`src/rtl/foc_pkg.sv`:
```
package foc_pkg;

  // Sine/cosine lookup: points per electrical turn (power of two)
  localparam int SINE_DEPTH = 256;
  localparam int SINE_IDX_W = $clog2(SINE_DEPTH);

  // Shared multiply-accumulate widths
  localparam int A_W   = 20;
  localparam int B_W   = 20;
  localparam int P_W   = A_W + B_W;
  localparam int ACC_W = P_W + 2;

  // Fixed-point constants
  localparam logic signed [B_W-1:0] K_CURRENT     = B_W'(221278);
  localparam logic signed [B_W-1:0] K_INV_SQRT3   = B_W'(18919);
  localparam logic signed [B_W-1:0] K_2_INV_SQRT3 = B_W'(37838);
  localparam logic signed [B_W-1:0] K_HALF        = B_W'(16384);
  localparam logic signed [B_W-1:0] K_HALF_SQRT3  = B_W'(28378);
  localparam logic signed [B_W-1:0] K_DUTY_FULL   = B_W'(65535);
  localparam logic signed [B_W-1:0] K_ONE         = B_W'(1);
  localparam logic [15:0]           DUTY_MID      = 16'h8000;
  localparam logic [15:0]           DUTY_MAX      = 16'hFFFF;

  // Register map, word index
  typedef enum logic [2:0] {
    REG_ANGLE_OFFSET = 3'd0,
    REG_POLE_COUNT   = 3'd1,
    REG_PROP_GAIN    = 3'd2,
    REG_INTEG_GAIN   = 3'd3,
    REG_BUS_VOLTAGE  = 3'd4,
    REG_USE_PI       = 3'd5
  } reg_idx_t;

  typedef struct packed {
    logic [15:0] angle_offset;
    logic [5:0]  pole_pair_count;
    logic [15:0] prop_gain;
    logic [15:0] integ_gain;
    logic [14:0] bus_voltage;
    logic        use_pi_output;
  } cfg_t;

  typedef struct packed {
    logic en;
    logic clear;
  } mac_ctrl_t;

  typedef struct packed {
    logic busy;
    logic done;
  } div_stat_t;

  // Sequencer steps
  typedef enum logic [5:0] {
    ST_IDLE, ST_ELEC, ST_IA, ST_IB, ST_LIM, ST_IB_ST,
    ST_BETA0, ST_BETA1, ST_BETA_W, ST_BETA_ST,
    ST_ID0, ST_ID1, ST_IQ0, ST_IQ1, ST_IQ_W, ST_IQ_ST, ST_ERR,
    ST_PID0, ST_PID1, ST_PIQ0, ST_PIQ1, ST_VD, ST_TQ, ST_VQ,
    ST_VAL0, ST_VAL1, ST_VBE0, ST_VBE1, ST_VBE_W, ST_VBE_ST,
    ST_PB0, ST_PB1, ST_PC0, ST_PC1, ST_PC_W, ST_PC_ST,
    ST_DU0, ST_DU1, ST_DU_W, ST_DU_ST, ST_DU_DIV, ST_DONE
  } state_t;

  typedef logic signed [15:0] sine_rom_t [SINE_DEPTH];

  // sin(pi/2 * x/16384) in Q15, odd 7th order polynomial
  function automatic longint quarter_sine(longint x);
    longint z2;
    longint p;
    longint s;
    z2 = (x * x) >>> 14;
    p  = 5223 - ((307 * z2) >>> 14);
    p  = 42334 - ((p * z2) >>> 14);
    p  = 102944 - ((p * z2) >>> 14);
    s  = (p * x) >>> 15;
    return (s > 32767) ? 32767 : s;
  endfunction

  function automatic longint sine_turn(longint a);
    longint q;
    longint x;
    longint r;
    q = (a >>> 14) & 3;
    x = a & 16383;
    case (q)
      0:       r = quarter_sine(x);
      1:       r = quarter_sine(16384 - x);
      2:       r = -quarter_sine(x);
      default: r = -quarter_sine(16384 - x);
    endcase
    return r;
  endfunction

  function automatic sine_rom_t build_sine();
    sine_rom_t t;
    for (int i = 0; i < SINE_DEPTH; i++) begin
      t[i] = 16'(sine_turn((longint'(i) << 16) / SINE_DEPTH));
    end
    return t;
  endfunction

  localparam sine_rom_t SINE_ROM = build_sine();

  // Divide by 2^k, rounding half away from zero
  function automatic logic signed [ACC_W-1:0] rnd_shift(input logic signed [ACC_W-1:0] x,
                                                        input int k);
    logic signed [ACC_W-1:0] h;
    logic signed [ACC_W-1:0] y;
    h = ACC_W'(1) <<< (k - 1);
    y = x[ACC_W-1] ? (x + h - ACC_W'(1)) : (x + h);
    return y >>> k;
  endfunction

  function automatic logic signed [15:0] sat16(input logic signed [ACC_W-1:0] x);
    logic signed [15:0] r;
    if (x > ACC_W'(32767)) r = 16'sh7FFF;
    else if (x < -ACC_W'(32768)) r = 16'sh8000;
    else r = x[15:0];
    return r;
  endfunction

endpackage

```
`src/rtl/foc_current_loop_modulator.sv`:
```
// Field-oriented current loop and three-phase modulator.
// Input channel (in_valid / in_stall): one transfer per control period carries
// the three ADC codes, the angle load/value, speed step, iq target and vq command.
// Output channel (out_valid / out_stall): one transfer per input with the three
// duties, d/q currents, clamped d/q PI voltages and the electrical angle.
// Configuration goes through the APB port, one 32-bit word per register at
// byte address 4*i; change it only while the block is idle.
// All multiplies share one registered multiply-accumulate unit stepped by the
// sequencer (35 steps), then each of the three duties needs a shift-subtract
// divide by twice the bus voltage. in_stall stays high for the whole item;
// the next item is taken as soon as the sequencer is idle.
// A finished result sits in the output register; if the receiver stalls, it is
// held and the following item waits in its last step until it is taken.
// Reset (rst, synchronous) loads the register defaults, clears the angle and
// the PI history, and empties the output register.
module foc_current_loop_modulator (
  input  logic               clk,
  input  logic               rst,
  input  logic               psel,
  input  logic               penable,
  input  logic               pwrite,
  input  logic [4:0]         paddr,
  input  logic [31:0]        pwdata,
  output logic [31:0]        prdata,
  output logic               pready,
  input  logic               in_valid,
  output logic               in_stall,
  input  logic [11:0]        adc_phase_a,
  input  logic [11:0]        adc_phase_b,
  input  logic [11:0]        adc_reference,
  input  logic               angle_load,
  input  logic [15:0]        angle_value,
  input  logic signed [15:0] speed_step,
  input  logic signed [15:0] iq_target,
  input  logic signed [15:0] vq_command,
  output logic               out_valid,
  input  logic               out_stall,
  output logic [15:0]        duty_phase_a,
  output logic [15:0]        duty_phase_b,
  output logic [15:0]        duty_phase_c,
  output logic signed [15:0] d_current,
  output logic signed [15:0] q_current,
  output logic signed [15:0] d_pi_voltage,
  output logic signed [15:0] q_pi_voltage,
  output logic [15:0]        electrical_angle
);
  import foc_pkg::*;

  cfg_t      cfg;
  state_t    state, state_next;
  mac_ctrl_t mac_ctrl;
  div_stat_t div_stat;

  logic signed [A_W-1:0]   mac_a;
  logic signed [B_W-1:0]   mac_b;
  logic signed [ACC_W-1:0] acc;
  logic signed [ACC_W-1:0] r10, r15, r16;

  // Latched inputs
  logic [11:0]        adc_a_q, adc_b_q, adc_ref_q;
  logic signed [15:0] iq_target_q, vq_command_q;

  // Working registers
  logic [15:0]        mech_angle, elec;
  logic signed [15:0] sin_q, cos_q;
  logic signed [15:0] ia, ib, ibeta, id, iq, ed, eq;
  logic [14:0]        lim;
  logic signed [25:0] td, tq;
  logic signed [15:0] d_error_prev, q_error_prev, d_volt_prev, q_volt_prev;
  logic signed [17:0] valpha, vbeta, vb, vc;
  logic [15:0]        duty_a, duty_b, duty_c;
  logic [1:0]         ph;
  logic               neg, ovf;

  // Derived operands
  logic [15:0]            mech_rel;
  logic signed [12:0]     diff_a, diff_b;
  logic signed [16:0]     neg_ia, ed_delta, eq_delta, neg_vq;
  logic signed [15:0]     vd_sel, vq_sel;
  logic signed [18:0]     neg_valpha, neg_vbeta;
  logic signed [17:0]     v_ph;
  logic signed [A_W-1:0]  duty_base;
  logic signed [26:0]     vd_sum, vq_sum;
  logic signed [26:0]     lim_pos, lim_neg;
  logic [15:0]            div_den, div_quo, duty_val;
  logic [SINE_IDX_W-1:0]  sin_idx, cos_idx;
  logic                   in_xfer, out_xfer, finish, div_start;

  foc_regs u_regs (
    .clk, .rst, .psel, .penable, .pwrite, .paddr, .pwdata, .prdata, .pready, .cfg
  );

  foc_mac u_mac (
    .clk, .rst, .a(mac_a), .b(mac_b), .ctrl(mac_ctrl), .acc
  );

  foc_div u_div (
    .clk, .rst, .start(div_start), .num(acc[31:0]), .den(div_den),
    .quo(div_quo), .stat(div_stat)
  );

  assign in_stall = (state != ST_IDLE);
  assign in_xfer  = in_valid && !in_stall;
  assign out_xfer = out_valid && !out_stall;
  assign finish   = (state == ST_DONE) && (!out_valid || !out_stall);

  assign r10 = rnd_shift(acc, 10);
  assign r15 = rnd_shift(acc, 15);
  assign r16 = rnd_shift(acc, 16);

  assign mech_rel   = mech_angle - cfg.angle_offset;
  assign diff_a     = $signed({1'b0, adc_a_q}) - $signed({1'b0, adc_ref_q});
  assign diff_b     = $signed({1'b0, adc_b_q}) - $signed({1'b0, adc_ref_q});
  assign neg_ia     = -17'(ia);
  assign ed_delta   = 17'(ed) - 17'(d_error_prev);
  assign eq_delta   = 17'(eq) - 17'(q_error_prev);
  assign vd_sel     = cfg.use_pi_output ? d_volt_prev : 16'sd0;
  assign vq_sel     = cfg.use_pi_output ? q_volt_prev : vq_command_q;
  assign neg_vq     = -17'(vq_sel);
  assign neg_valpha = -19'(valpha);
  assign neg_vbeta  = -19'(vbeta);
  assign div_den    = {cfg.bus_voltage, 1'b0};
  assign sin_idx    = elec[15 -: SINE_IDX_W];
  assign cos_idx    = sin_idx + SINE_IDX_W'(SINE_DEPTH / 4);

  always_comb begin
    case (ph)
      2'd0:    v_ph = valpha;
      2'd1:    v_ph = vb;
      default: v_ph = vc;
    endcase
  end

  assign duty_base = (A_W'(v_ph) <<< 1) + A_W'($signed({1'b0, cfg.bus_voltage}));

  // PI sum and clamp
  assign vd_sum  = 27'(d_volt_prev) + 27'(td);
  assign vq_sum  = 27'(q_volt_prev) + 27'(tq);
  assign lim_pos = 27'($signed({1'b0, lim}));
  assign lim_neg = -lim_pos;

  // Duty with saturation overrides
  always_comb begin
    if (cfg.bus_voltage == 15'd0) duty_val = DUTY_MID;
    else if (neg) duty_val = 16'd0;
    else if (ovf) duty_val = DUTY_MAX;
    else duty_val = div_quo;
  end

  // State register
  always_ff @(posedge clk) begin
    if (rst) state <= ST_IDLE;
    else state <= state_next;
  end

  // Sequencer: next step, multiply-accumulate issue and divider start
  always_comb begin
    state_next = state;
    mac_a      = '0;
    mac_b      = '0;
    mac_ctrl   = '0;
    div_start  = 1'b0;
    unique case (state)
      ST_IDLE: if (in_xfer) state_next = ST_ELEC;
      ST_ELEC: begin
        mac_a = A_W'($signed({1'b0, mech_rel}));
        mac_b = B_W'($signed({1'b0, cfg.pole_pair_count}));
        mac_ctrl = '{en: 1'b1, clear: 1'b1};
        state_next = ST_IA;
      end
      ST_IA: begin
        mac_a = A_W'(diff_a); mac_b = K_CURRENT;
        mac_ctrl = '{en: 1'b1, clear: 1'b1};
        state_next = ST_IB;
      end
      ST_IB: begin
        mac_a = A_W'(diff_b); mac_b = K_CURRENT;
        mac_ctrl = '{en: 1'b1, clear: 1'b1};
        state_next = ST_LIM;
      end
      ST_LIM: begin
        mac_a = A_W'($signed({1'b0, cfg.bus_voltage})); mac_b = K_INV_SQRT3;
        mac_ctrl = '{en: 1'b1, clear: 1'b1};
        state_next = ST_IB_ST;
      end
      ST_IB_ST: state_next = ST_BETA0;
      ST_BETA0: begin
        mac_a = A_W'(ia); mac_b = K_INV_SQRT3;
        mac_ctrl = '{en: 1'b1, clear: 1'b1};
        state_next = ST_BETA1;
      end
      ST_BETA1: begin
        mac_a = A_W'(ib); mac_b = K_2_INV_SQRT3;
        mac_ctrl = '{en: 1'b1, clear: 1'b0};
        state_next = ST_BETA_W;
      end
      ST_BETA_W: state_next = ST_BETA_ST;
      ST_BETA_ST: state_next = ST_ID0;
      ST_ID0: begin
        mac_a = A_W'(ia); mac_b = B_W'(cos_q);
        mac_ctrl = '{en: 1'b1, clear: 1'b1};
        state_next = ST_ID1;
      end
      ST_ID1: begin
        mac_a = A_W'(ibeta); mac_b = B_W'(sin_q);
        mac_ctrl = '{en: 1'b1, clear: 1'b0};
        state_next = ST_IQ0;
      end
      ST_IQ0: begin
        mac_a = A_W'(ibeta); mac_b = B_W'(cos_q);
        mac_ctrl = '{en: 1'b1, clear: 1'b1};
        state_next = ST_IQ1;
      end
      ST_IQ1: begin
        mac_a = A_W'(neg_ia); mac_b = B_W'(sin_q);
        mac_ctrl = '{en: 1'b1, clear: 1'b0};
        state_next = ST_IQ_W;
      end
      ST_IQ_W: state_next = ST_IQ_ST;
      ST_IQ_ST: state_next = ST_ERR;
      ST_ERR: state_next = ST_PID0;
      ST_PID0: begin
        mac_a = A_W'(ed_delta); mac_b = B_W'($signed({1'b0, cfg.prop_gain}));
        mac_ctrl = '{en: 1'b1, clear: 1'b1};
        state_next = ST_PID1;
      end
      ST_PID1: begin
        mac_a = A_W'(ed); mac_b = B_W'($signed({1'b0, cfg.integ_gain}));
        mac_ctrl = '{en: 1'b1, clear: 1'b0};
        state_next = ST_PIQ0;
      end
      ST_PIQ0: begin
        mac_a = A_W'(eq_delta); mac_b = B_W'($signed({1'b0, cfg.prop_gain}));
        mac_ctrl = '{en: 1'b1, clear: 1'b1};
        state_next = ST_PIQ1;
      end
      ST_PIQ1: begin
        mac_a = A_W'(eq); mac_b = B_W'($signed({1'b0, cfg.integ_gain}));
        mac_ctrl = '{en: 1'b1, clear: 1'b0};
        state_next = ST_VD;
      end
      ST_VD: state_next = ST_TQ;
      ST_TQ: state_next = ST_VQ;
      ST_VQ: state_next = ST_VAL0;
      ST_VAL0: begin
        mac_a = A_W'(vd_sel); mac_b = B_W'(cos_q);
        mac_ctrl = '{en: 1'b1, clear: 1'b1};
        state_next = ST_VAL1;
      end
      ST_VAL1: begin
        mac_a = A_W'(neg_vq); mac_b = B_W'(sin_q);
        mac_ctrl = '{en: 1'b1, clear: 1'b0};
        state_next = ST_VBE0;
      end
      ST_VBE0: begin
        mac_a = A_W'(vd_sel); mac_b = B_W'(sin_q);
        mac_ctrl = '{en: 1'b1, clear: 1'b1};
        state_next = ST_VBE1;
      end
      ST_VBE1: begin
        mac_a = A_W'(vq_sel); mac_b = B_W'(cos_q);
        mac_ctrl = '{en: 1'b1, clear: 1'b0};
        state_next = ST_VBE_W;
      end
      ST_VBE_W: state_next = ST_VBE_ST;
      ST_VBE_ST: state_next = ST_PB0;
      ST_PB0: begin
        mac_a = A_W'(neg_valpha); mac_b = K_HALF;
        mac_ctrl = '{en: 1'b1, clear: 1'b1};
        state_next = ST_PB1;
      end
      ST_PB1: begin
        mac_a = A_W'(vbeta); mac_b = K_HALF_SQRT3;
        mac_ctrl = '{en: 1'b1, clear: 1'b0};
        state_next = ST_PC0;
      end
      ST_PC0: begin
        mac_a = A_W'(neg_valpha); mac_b = K_HALF;
        mac_ctrl = '{en: 1'b1, clear: 1'b1};
        state_next = ST_PC1;
      end
      ST_PC1: begin
        mac_a = A_W'(neg_vbeta); mac_b = K_HALF_SQRT3;
        mac_ctrl = '{en: 1'b1, clear: 1'b0};
        state_next = ST_PC_W;
      end
      ST_PC_W: state_next = ST_PC_ST;
      ST_PC_ST: state_next = ST_DU0;
      ST_DU0: begin
        mac_a = duty_base; mac_b = K_DUTY_FULL;
        mac_ctrl = '{en: 1'b1, clear: 1'b1};
        state_next = ST_DU1;
      end
      ST_DU1: begin
        mac_a = A_W'($signed({1'b0, cfg.bus_voltage})); mac_b = K_ONE;
        mac_ctrl = '{en: 1'b1, clear: 1'b0};
        state_next = ST_DU_W;
      end
      ST_DU_W: state_next = ST_DU_ST;
      ST_DU_ST: begin
        div_start  = 1'b1;
        state_next = ST_DU_DIV;
      end
      ST_DU_DIV: begin
        if (div_stat.done) state_next = (ph == 2'd2) ? ST_DONE : ST_DU0;
      end
      ST_DONE: if (finish) state_next = ST_IDLE;
      default: state_next = ST_IDLE;
    endcase
  end

  // Control state: angle, PI history, voltage limit, phase counter, output valid
  always_ff @(posedge clk) begin
    if (rst) begin
      mech_angle   <= '0;
      d_error_prev <= '0;
      q_error_prev <= '0;
      d_volt_prev  <= '0;
      q_volt_prev  <= '0;
      lim          <= '0;
      ph           <= '0;
      out_valid    <= 1'b0;
    end else begin
      if (in_xfer) begin
        mech_angle <= angle_load ? angle_value : mech_angle + speed_step;
        ph         <= '0;
      end
      if (state == ST_BETA0) lim <= r15[14:0];
      if (state == ST_VD) begin
        if (vd_sum > lim_pos) d_volt_prev <= lim_pos[15:0];
        else if (vd_sum < lim_neg) d_volt_prev <= lim_neg[15:0];
        else d_volt_prev <= vd_sum[15:0];
        d_error_prev <= ed;
      end
      if (state == ST_VQ) begin
        if (vq_sum > lim_pos) q_volt_prev <= lim_pos[15:0];
        else if (vq_sum < lim_neg) q_volt_prev <= lim_neg[15:0];
        else q_volt_prev <= vq_sum[15:0];
        q_error_prev <= eq;
      end
      if (state == ST_DU_DIV && div_stat.done) ph <= ph + 2'd1;
      if (finish) out_valid <= 1'b1;
      else if (out_xfer) out_valid <= 1'b0;
    end
  end

  // Datapath registers
  always_ff @(posedge clk) begin
    if (in_xfer) begin
      adc_a_q      <= adc_phase_a;
      adc_b_q      <= adc_phase_b;
      adc_ref_q    <= adc_reference;
      iq_target_q  <= iq_target;
      vq_command_q <= vq_command;
    end
    case (state)
      ST_IB:     elec <= acc[15:0];
      ST_LIM: begin
        ia    <= r16[15:0];
        sin_q <= SINE_ROM[sin_idx];
        cos_q <= SINE_ROM[cos_idx];
      end
      ST_IB_ST:   ib <= r16[15:0];
      ST_BETA_ST: ibeta <= r15[15:0];
      ST_IQ1:     id <= sat16(r15);
      ST_IQ_ST:   iq <= sat16(r15);
      ST_ERR: begin
        ed <= sat16(-ACC_W'(id));
        eq <= sat16(ACC_W'(iq_target_q) - ACC_W'(iq));
      end
      ST_PIQ1:   td <= r10[25:0];
      ST_TQ:     tq <= r10[25:0];
      ST_VBE1:   valpha <= r15[17:0];
      ST_VBE_ST: vbeta <= r15[17:0];
      ST_PC1:    vb <= r15[17:0];
      ST_PC_ST:  vc <= r15[17:0];
      ST_DU_ST: begin
        neg <= acc[ACC_W-1];
        ovf <= acc >= $signed(ACC_W'({div_den, 16'h0}));
      end
      ST_DU_DIV: begin
        if (div_stat.done) begin
          case (ph)
            2'd0:    duty_a <= duty_val;
            2'd1:    duty_b <= duty_val;
            default: duty_c <= duty_val;
          endcase
        end
      end
      default: ;
    endcase
  end

  // Output register
  always_ff @(posedge clk) begin
    if (finish) begin
      duty_phase_a     <= duty_a;
      duty_phase_b     <= duty_b;
      duty_phase_c     <= duty_c;
      d_current        <= id;
      q_current        <= iq;
      d_pi_voltage     <= d_volt_prev;
      q_pi_voltage     <= q_volt_prev;
      electrical_angle <= elec;
    end
  end

  // Checks
  a_clamp: assert property (@(posedge clk) disable iff (rst)
    state == ST_IDLE |-> (d_volt_prev <= $signed({1'b0, lim}) &&
                          d_volt_prev >= -$signed({1'b0, lim})))
    else $error("d-axis PI output outside clamp");

  a_div_start: assert property (@(posedge clk) disable iff (rst)
    div_start |-> !div_stat.busy)
    else $error("divider restarted while busy");

  a_div_done: assert property (@(posedge clk) disable iff (rst)
    div_stat.done |-> state == ST_DU_DIV)
    else $error("divider result outside duty step");

  a_finish: assert property (@(posedge clk) disable iff (rst)
    finish |=> (out_valid && state == ST_IDLE))
    else $error("finished item not presented");

endmodule

```
`src/rtl/foc_regs.sv`:
```
module foc_regs (
  input  logic              clk,
  input  logic              rst,
  input  logic              psel,
  input  logic              penable,
  input  logic              pwrite,
  input  logic [4:0]        paddr,
  input  logic [31:0]       pwdata,
  output logic [31:0]       prdata,
  output logic              pready,
  output foc_pkg::cfg_t     cfg
);
  import foc_pkg::*;

  reg_idx_t idx;
  logic     wr;

  assign idx    = reg_idx_t'(paddr[4:2]);
  assign wr     = psel && penable && pwrite;
  assign pready = 1'b1;

  // Register writes
  always_ff @(posedge clk) begin
    if (rst) begin
      cfg.angle_offset    <= 16'd16400;
      cfg.pole_pair_count <= 6'd7;
      cfg.prop_gain       <= 16'd11060;
      cfg.integ_gain      <= 16'd1480;
      cfg.bus_voltage     <= 15'd12288;
      cfg.use_pi_output   <= 1'b0;
    end else if (wr) begin
      unique case (idx)
        REG_ANGLE_OFFSET: cfg.angle_offset    <= pwdata[15:0];
        REG_POLE_COUNT:   cfg.pole_pair_count <= pwdata[5:0];
        REG_PROP_GAIN:    cfg.prop_gain       <= pwdata[15:0];
        REG_INTEG_GAIN:   cfg.integ_gain      <= pwdata[15:0];
        REG_BUS_VOLTAGE:  cfg.bus_voltage     <= pwdata[14:0];
        REG_USE_PI:       cfg.use_pi_output   <= pwdata[0];
        default: ;
      endcase
    end
  end

  // Read mux
  always_comb begin
    unique case (idx)
      REG_ANGLE_OFFSET: prdata = {16'd0, cfg.angle_offset};
      REG_POLE_COUNT:   prdata = {26'd0, cfg.pole_pair_count};
      REG_PROP_GAIN:    prdata = {16'd0, cfg.prop_gain};
      REG_INTEG_GAIN:   prdata = {16'd0, cfg.integ_gain};
      REG_BUS_VOLTAGE:  prdata = {17'd0, cfg.bus_voltage};
      REG_USE_PI:       prdata = {31'd0, cfg.use_pi_output};
      default:          prdata = 32'd0;
    endcase
  end

endmodule

```
`src/rtl/foc_mac.sv`:
```
module foc_mac (
  input  logic                                clk,
  input  logic                                rst,
  input  logic signed [foc_pkg::A_W-1:0]      a,
  input  logic signed [foc_pkg::B_W-1:0]      b,
  input  foc_pkg::mac_ctrl_t                  ctrl,
  output logic signed [foc_pkg::ACC_W-1:0]    acc
);
  import foc_pkg::*;

  logic signed [P_W-1:0] prod;
  mac_ctrl_t             ctrl_q;

  // Product stage
  always_ff @(posedge clk) begin
    prod <= a * b;
    if (rst) ctrl_q <= '0;
    else ctrl_q <= ctrl;
  end

  // Accumulate stage
  always_ff @(posedge clk) begin
    if (ctrl_q.en) begin
      acc <= ctrl_q.clear ? ACC_W'(prod) : acc + ACC_W'(prod);
    end
  end

endmodule

```
`src/rtl/foc_div.sv`:
```
module foc_div (
  input  logic               clk,
  input  logic               rst,
  input  logic               start,
  input  logic [31:0]        num,
  input  logic [15:0]        den,
  output logic [15:0]        quo,
  output foc_pkg::div_stat_t stat
);
  import foc_pkg::*;

  // Restoring divider, one quotient bit per cycle; needs num < den * 2^16
  logic [15:0] rem;
  logic [15:0] lo;
  logic [15:0] dvs;
  logic [4:0]  cnt;
  logic [16:0] trial;
  logic        fits;

  assign trial = {rem, lo[15]};
  assign fits  = trial >= {1'b0, dvs};

  always_ff @(posedge clk) begin
    if (rst) begin
      stat <= '0;
      cnt  <= '0;
    end else begin
      stat.done <= 1'b0;
      if (start) begin
        stat.busy <= 1'b1;
        cnt       <= 5'd16;
      end else if (stat.busy) begin
        cnt <= cnt - 5'd1;
        if (cnt == 5'd1) begin
          stat.busy <= 1'b0;
          stat.done <= 1'b1;
        end
      end
    end
  end

  always_ff @(posedge clk) begin
    if (start) begin
      rem <= num[31:16];
      lo  <= num[15:0];
      dvs <= den;
    end else if (stat.busy) begin
      rem <= fits ? 16'(trial - {1'b0, dvs}) : trial[15:0];
      lo  <= {lo[14:0], 1'b0};
      quo <= {quo[14:0], fits};
    end
  end

endmodule
```
`config.mk`:
```
export PLATFORM = sky130hd
export DESIGN_NAME = foc_current_loop_modulator
export DESIGN_NICKNAME = d
export VERILOG_FILES = /design/src/rtl/foc_pkg.sv /design/src/rtl/foc_current_loop_modulator.sv /design/src/rtl/foc_regs.sv /design/src/rtl/foc_mac.sv /design/src/rtl/foc_div.sv
export SDC_FILE = /design/constraint.sdc
export NUM_CORES = 2
export LEC_CHECK = 0
export ABC_AREA = 0
export BUFFER_PORTS_ARGS = -buffer_cell sky130_fd_sc_hd__buf_4
export CELL_PAD_IN_SITES_DETAIL_PLACEMENT = 1
export CELL_PAD_IN_SITES_GLOBAL_PLACEMENT = 1
export CORE_ASPECT_RATIO = 0.8
export CORE_MARGIN = 1.5
export CORE_UTILIZATION = 25
export DETAILED_ROUTE_END_ITERATION = 10
export GPL_TIMING_DRIVEN = 0
export PLACE_DENSITY_LB_ADDON = 0.1
export SETUP_SLACK_MARGIN = 0.3
export SYNTH_ARGS = -nofsm -noshare
export SYNTH_HDL_FRONTEND = slang
export SYNTH_HIERARCHICAL = 1
export SYNTH_SLANG_ARGS = --single-unit
```
`constraint.sdc`:
```
create_clock -name clk -period 16.2 [get_ports clk]
set_input_delay 0.81 -clock clk [delete_from_list [all_inputs] [get_ports clk]]
set_output_delay 0.81 -clock clk [all_outputs]
set_load 0.1 [all_outputs]
```
Word-level counts from Yosys, hierarchy flattened
Memories as Yosys holds them, arrays and structs flattened. A register that Yosys moved wholly into a read port is not among the register bits.
Cells that the tools add are included.
{"block": "word_totals", "inputBits": 145, "mem_bits_rw": 0, "output_inout_bits": 163, "mem_count": 2, "latch_bits": 0, "reg_bits": 826, "rom_bits": 8192}
{"block": "op_classes", "n_div": 0, "n_mux": 43, "bitwise": 5, "n_lt_le_gt_ge": 12, "multipliers": 1, "reduce_logical": 46, "addsub": 27, "n_shift": 0, "eq_ne": 52}
{"name": "(no name shown)", "depth": 256, "word_bits": 16, "read_ports": 1, "rd_ports_with_merged_regs": 1, "wr": 0, "line_no": "foc_current_loop_modulator.sv:361", "source": "cos_q <= SINE_ROM[cos_idx];"}
{"name": "(no name shown)", "depth": 256, "word_bits": 16, "read_ports": 1, "rd_ports_with_merged_regs": 1, "wr": 0, "line_no": "foc_current_loop_modulator.sv:360", "source": "sin_q <= SINE_ROM[sin_idx];"}
{"operator": "$pmux 20 s19", "n": 1}
{"operator": "$mux 16", "n": 19}
{"operator": "$pmux 6 s42", "n": 1}
{"operator": "$pmux 20 s12", "n": 1}
{"operator": "$eq 6x5->1 const B", "n": 16}
{"operator": "$pmux 16 s6", "n": 1}
{"operator": "$mux 42", "n": 2}
{"operator": "$eq 6x6->1 const B", "n": 10}
{"operator": "$add 16x26->27", "n": 2}
{"operator": "$gt 27x16->1", "n": 2}
{"operator": "$lt 27x27->1", "n": 2}
{"operator": "$sub 16x16->17", "n": 3}
{"operator": "$eq 6x4->1 const B", "n": 8}
{"operator": "$add 42x16->42 const B", "n": 1}
{"operator": "$add 42x40->42", "n": 1}
{"operator": "$ge 42x33->1", "n": 1}
{"operator": "$gt 42x16->1 const B", "n": 1}
{"operator": "$lt 42x16->1 const B", "n": 1}
{"operator": "$neg 16->42", "n": 1}
{"operator": "$sub 42x2->42 const B", "n": 1}
{"operator": "$mul 20x20->40", "n": 1}
{"operator": "$neg 18->19", "n": 2}
{"operator": "$add 36x11->36 const B", "n": 1}
{"operator": "$mux 36", "n": 1}
{"operator": "other kinds (54)", "n": 106}

Depth between registers and ports, before layout
{"block": "logic_depth", "word_depth": 6, "ltp_mapped": 44, "ltp_nobuf": 42}

By module
The synthesis kept the hierarchy.
{"mod": "foc_current_loop_modulator", "n_inst": 1, "area_per_inst_um2": 43610.6, "cells_each": 4660, "seq_area_each_um2": 17997.3}
{"mod": "foc_mac", "n_inst": 1, "area_per_inst_um2": 19994.2, "cells_each": 2165, "seq_area_each_um2": 2102.0}
{"mod": "foc_div", "n_inst": 1, "area_per_inst_um2": 3712.3, "cells_each": 301, "seq_area_each_um2": 2062.0}
{"mod": "foc_regs", "n_inst": 1, "area_per_inst_um2": 3553.4, "cells_each": 403, "seq_area_each_um2": 1401.3}

Worst setup path before layout
No wires, ideal clock.
{"block": "synth_timing", "path_kind": "register to register", "from": "register state[0]", "to": "register u_mac.prod[38]", "slack_ns": 6.401, "stages_incl_launch_ff": 32, "t_required_ns": 16.138, "setup_ns": 0.062, "t_arrival_ns": 9.737, "period_less_slack_ns": 9.799, "cell_sequence": "dfxtp_1 -> clkbuf_1 -> or2_2 -> clkbuf_1 -> nor2_1 -> nor2_1 -> nand4_1 -> a221o_1 -> clkbuf_1 -> nand2_1 -> fa_1 -> inv_1 -> fa_1 -> inv_1 -> fa_1 -> inv_1 -> fa_1 -> fa_1 -> fa_1 -> inv_1 -> fa_1 -> inv_1 -> ha_1 -> a21o_1 -> a21o_1 -> nand2_1 -> nand3_1 -> o31a_1 -> o221ai_1 -> a21oi_1 -> or4_1 -> nand3_1"}
{"block": "synth_via", "elab_chain_cells": 4, "word_cells_on_any_way": 39, "cone_classes": "mul: 1; eq/ne: 24; mux: 2; reduce/logical: 12"}
{"element": "start: declaration", "line_no": "foc_current_loop_modulator.sv:50", "source": "state_t state, state_next;"}
{"element": "start signal: assignment", "line_no": "foc_current_loop_modulator.sv:153", "source": "else state <= state_next;"}
{"element": "$eq 6x5->1 (tied with other cells)", "line_no": "foc_current_loop_modulator.sv:163", "source": "unique case (state)"}
{"element": "$reduce_or 4->1 (no line) / $reduce_or 2->1 (equally long branches)"}
{"element": "$pmux 20 s12 *", "line_no": "foc_current_loop_modulator.sv:163"}
{"element": "net mac_b[5]", "line_no": "foc_current_loop_modulator.sv:55", "source": "logic signed [B_W-1:0] mac_b;"}
{"element": "$mul 20x20->40 *", "line_no": "foc_mac.sv:16", "source": "prod <= a * b;"}
{"element": "end signal: assignment", "line_no": "foc_mac.sv:16"}
{"element": "end: declaration", "line_no": "foc_mac.sv:11", "source": "logic signed [P_W-1:0] prod;"}
Mark *: on every way through the listed nets, which the timed path passes. The rest lies on a longest branch.
A chain may end at the register's enable or synchronous reset.

Final worst setup path
{"block": "layout_timing", "from": "register ph[0]", "to": "register u_mac.prod[39]"}
{"block": "layout_via", "elab_chain_cells": 5, "word_cells_on_any_way": 6, "cone_classes": "add/sub: 1; mul: 1; eq/ne: 1; mux: 2; reduce/logical: 1"}
{"element": "start: declaration", "line_no": "foc_current_loop_modulator.sv:72", "source": "logic [1:0] ph;"}
{"element": "start signal: assignment", "line_no": "foc_current_loop_modulator.sv:341", "source": "if (state == ST_DU_DIV && div_stat.done) ph <= ph + 2'd1;"}
{"element": "$eq 2x1->1 / $logic_not 2->1 (equally long branches)", "line_no": "foc_current_loop_modulator.sv:127", "source": "case (ph)"}
{"element": "$pmux 18 s2 *", "line_no": "foc_current_loop_modulator.sv:127"}
{"element": "$add 19x16->20 *", "line_no": "foc_current_loop_modulator.sv:134", "source": "assign duty_base = (A_W'(v_ph) <<< 1) + A_W'($signed({1'b0, cfg.bus_voltage}));"}
{"element": "$pmux 20 s19 *", "line_no": "foc_current_loop_modulator.sv:163"}
{"element": "net mac_a[15]", "line_no": "foc_current_loop_modulator.sv:54", "source": "logic signed [A_W-1:0] mac_a;"}
{"element": "$mul 20x20->40 *", "line_no": "foc_mac.sv:16"}
Marked as above.

==> impl_metrics.json <==
{
  "drcViolationCount": 0,
  "synth_seq_cells": 859,
  "worst_path_largest_cell_delay_ns": 0.61,
  "async_reset_ff_share_pct": 0,
  "maxSlewViolCount": 8,
  "crit_top_cell": "fa_1",
  "grt_first_pass_wirelength_mm": 503,
  "grt_pass1_vias": 63287,
  "overflow": 0,
  "rr_worst_depth": 40,
  "path_buf_inv": 7,
  "core.rowCount": 174,
  "max_freq_mhz": 77.8,
  "regToRegEndpoint": "u_mac/prod[39]",
  "worst-r2r-setup-slack_ns": 3.35,
  "cts-root-buf": "clkbuf_16",
  "die_h_um": 479,
  "crit_required_ns": 16.84,
  "fin_crit_sh_pct": 79.4,
  "violations": "max-capacitance violations, max-slew violations",
  "nNetsFinal": 9002,
  "drive_gt1_share_pct": 9.09,
  "yosysSeqAreaShare_pct": 33.2,
  "core_um2": 281000,
  "crit_type": "reg2reg",
  "cts_buffers": 103,
  "holdCritStartpoint": "iq_target[14]",
  "syn_area_um2": 70900,
  "antenna_violating_nets_post_route": 0,
  "vias": 61351,
  "setup_violations": 0,
  "port_buffers": 272,
  "fin_skew_ns": 0.0686,
  "tns_ns": 0,
  "endpoint_kind": "register",
  "final_cells": 11835,
  "drt_iter0_markers": 5238,
  "worst_pin_slew_ns": 1.66,
  "stdcell_area_um2": 81900,
  "min_path_cells": 1,
  "vdd_ir_drop_max_mv": 0.160,
  "yosys_warnings": 6,
  "tritoncts": "built",
  "path_max_fanout": 10,
  "drv_cap": 2,
  "run_status": "finished with violations",
  "grtUsageTotal_pct": 24.6,
  "place.gp.congestion": 0.967,
  "ys_dominant_reg_cell": "edfxtp_1",
  "dieArea_um2": 287000,
  "slowest_stage": "nor2_1",
  "syn_avg_cell_area_um2": 9.41,
  "clk_latency_ns": 0.80,
  "slew_headroom_pct": -11.3,
  "cp.arrival_ns": 13.50,
  "io_pins": 308,
  "r2r-start": "ph[0]",
  "routedWlPerCell_um": 30.5,
  "cpLargestDelayFamily": "adder cells",
  "cts_sinks": 859,
  "cts_hold_buf": 0,
  "cts.path.max_buffers": 3,
  "hold_class": "in2reg",
  "via_per_inst": 5.18,
  "antenna_found_initial": 38,
  "power_density_nw_per_um2": 187,
  "cp-start-kind": "register",
  "area_growth_pct": 15.6,
  "post_dp_cell_area_um2": 78400,
  "die_w_um": 598,
  "synth_cell_type_count": 117,
  "nFillCells": 32306,
  "hpwl_mm": 290,
  "finalHoldViolations": 0,
  "period_needed_ns": 12.85,
  "p_leak_nw": 32.3,
  "placedCellCount": 11634,
  "synthCells": 7529,
  "cts_setup_buffers": 0,
  "rsz0062_at_grt": "false",
  "path_clk_slew_ns": 0.06,
  "min_to": "iq_target_q[14]",
  "cts-resized-gates": 0,
  "drt-pass1-iter-count": 6,
  "finalWirelength_mm": 361,
  "htree_levels": 3,
  "grt_max_degree": 44,
  "synth-edff-count": 636,
  "initial_core_util_pct": 25.2
}
-- worst max-delay path by stage --
| stage | slack, ns | to | depth (start not counted) | start |
|---|---|---|---|---|
| global route | 2.72 | u_mac/prod[39] | 40 | ph[0] |
| CTS | 3.43 | u_mac/prod[39] | 40 | ph[0] |
| global placement | 1.58 | electrical_angle[1] | 6 | state[4] |
| detailed placement | 3.49 | u_mac/prod[39] | 40 | ph[0] |
| floorplan | 6.40 | u_mac/prod[38] | 31 | state[0] |
| finish | 3.35 | u_mac/prod[39] | 40 | ph[0] |
-- cell type report --
type                            count  area (µm²)  share of cell area, %
Tap cell                         3784        4730                   5.78
Antenna cell                        9        22.5                 0.0275
Sequential cell                   859       23600                   28.8
Multi-Input combinational cell   5554       43100                   52.6
Inverter                          730        2740                   3.35
Clock inverter                     67         772                  0.943
Timing Repair Buffer              307        2590                   3.16
Clock buffer                      124        2690                   3.28
Buffer                            401        1720                   2.11
-- through the flow --
step,worst slack (ns),hold slack [ns],util [%],power (mW)
after global placement,1.58,0.402,27.6,12.8
final,3.35,0.201,29.1,15.3
after CTS,3.43,0.123,29.1,15.5
after floorplan,6.40,0.400,-,8.87
after global routing,2.72,0.156,29.1,16.4
after detailed placement,3.49,0.406,27.9,13.0
-- cells in the mapped netlist, types with 49 or more instances --
library cell,count,share of area [%]
edfxtp_1,636,27
a221oi_1,51,0.63
a21oi_1,445,3.1
o211ai_1,59,0.62
ha_1,468,8.3
a22oi_1,78,0.83
nor2_1,460,2.4
a31oi_1,65,0.57
clkbuf_1,300,1.6
and2_1,252,2.2
dfxtp_1,223,6.3
xnor2_1,275,3.4
nand2b_1,91,0.80
nor4_1,56,0.49
nor2b_1,81,0.72
inv_1,724,3.8
fa_1,433,12
o21ai_0,394,2.8
a211oi_1,65,0.69
nand4_1,93,0.82
mux2i_1,111,1.6
a21o_1,112,1.2
nor3_1,159,1.1
nand2_1,716,3.8
xor2_1,152,1.9
mux2_2,49,0.78
o21a_1,55,0.58
nand3_1,186,1.3
-- placed cells by master (no fill, tap or decap), types with 252 or more instances in the layout --
cell and instances:
xnor2_1 266, nand2_1 716, clkbuf_1 314, nor2_1 454, inv_1 724, fa_1 433, edfxtp_1 636, ha_1 468
and2_1 252, a21oi_1 444, o21ai_0 393, buf_4 312
-- metal layers --
| layer | vias to the layer above | track usage, % | share of wire, % |
|---|---|---|---|
| li1 | 27377 | - | - |
| met1 | 31734 | 35.7 | 48 |
| met2 | 1813 | 37.8 | 43 |
| met3 | 411 | 3.60 | 5.4 |
| met4 | 16 | 7.03 | 3.2 |
| met5 | - | 0 | 0.030 |
-- state kept, by name, summed over array words and instances (netlist names), 18 cells and up --
name,cells
td,26
tq,26
u_mac/acc,42
u_mac/prod,40
u_regs/cfg,70
valpha,18
vb,18
vbeta,18
vc,18
-- where the power goes --
part	internal (mW)	switching (mW)	leakage [nW]	total (mW)
sequential	2.79	0.298	7.65	3.09
clock	1.37	1.07	1.65	2.44
combinational	3.13	6.67	23.0	9.80
-- cell families (layout without fill, tap and decap cells) --
group / count (synthesis) / after routing / synth area share, %
AO/OA/AOI/OAI: 1734 / 1734 / 16.0
XOR/XNOR: 427 / 427 / 5.28
adder cells (fa/ha/maj): 902 / 902 / 20.5
buffers and inverters: 1131 / 1629 / 6.29
flip-flops: 859 / 859 / 33.2
multiplexers: 164 / 164 / 2.47
other: 3 / 27 / 0.0159
AND/OR/NAND/NOR: 2309 / 2309 / 16.2
No activity file was read; power rests on OpenSTA's default activity.
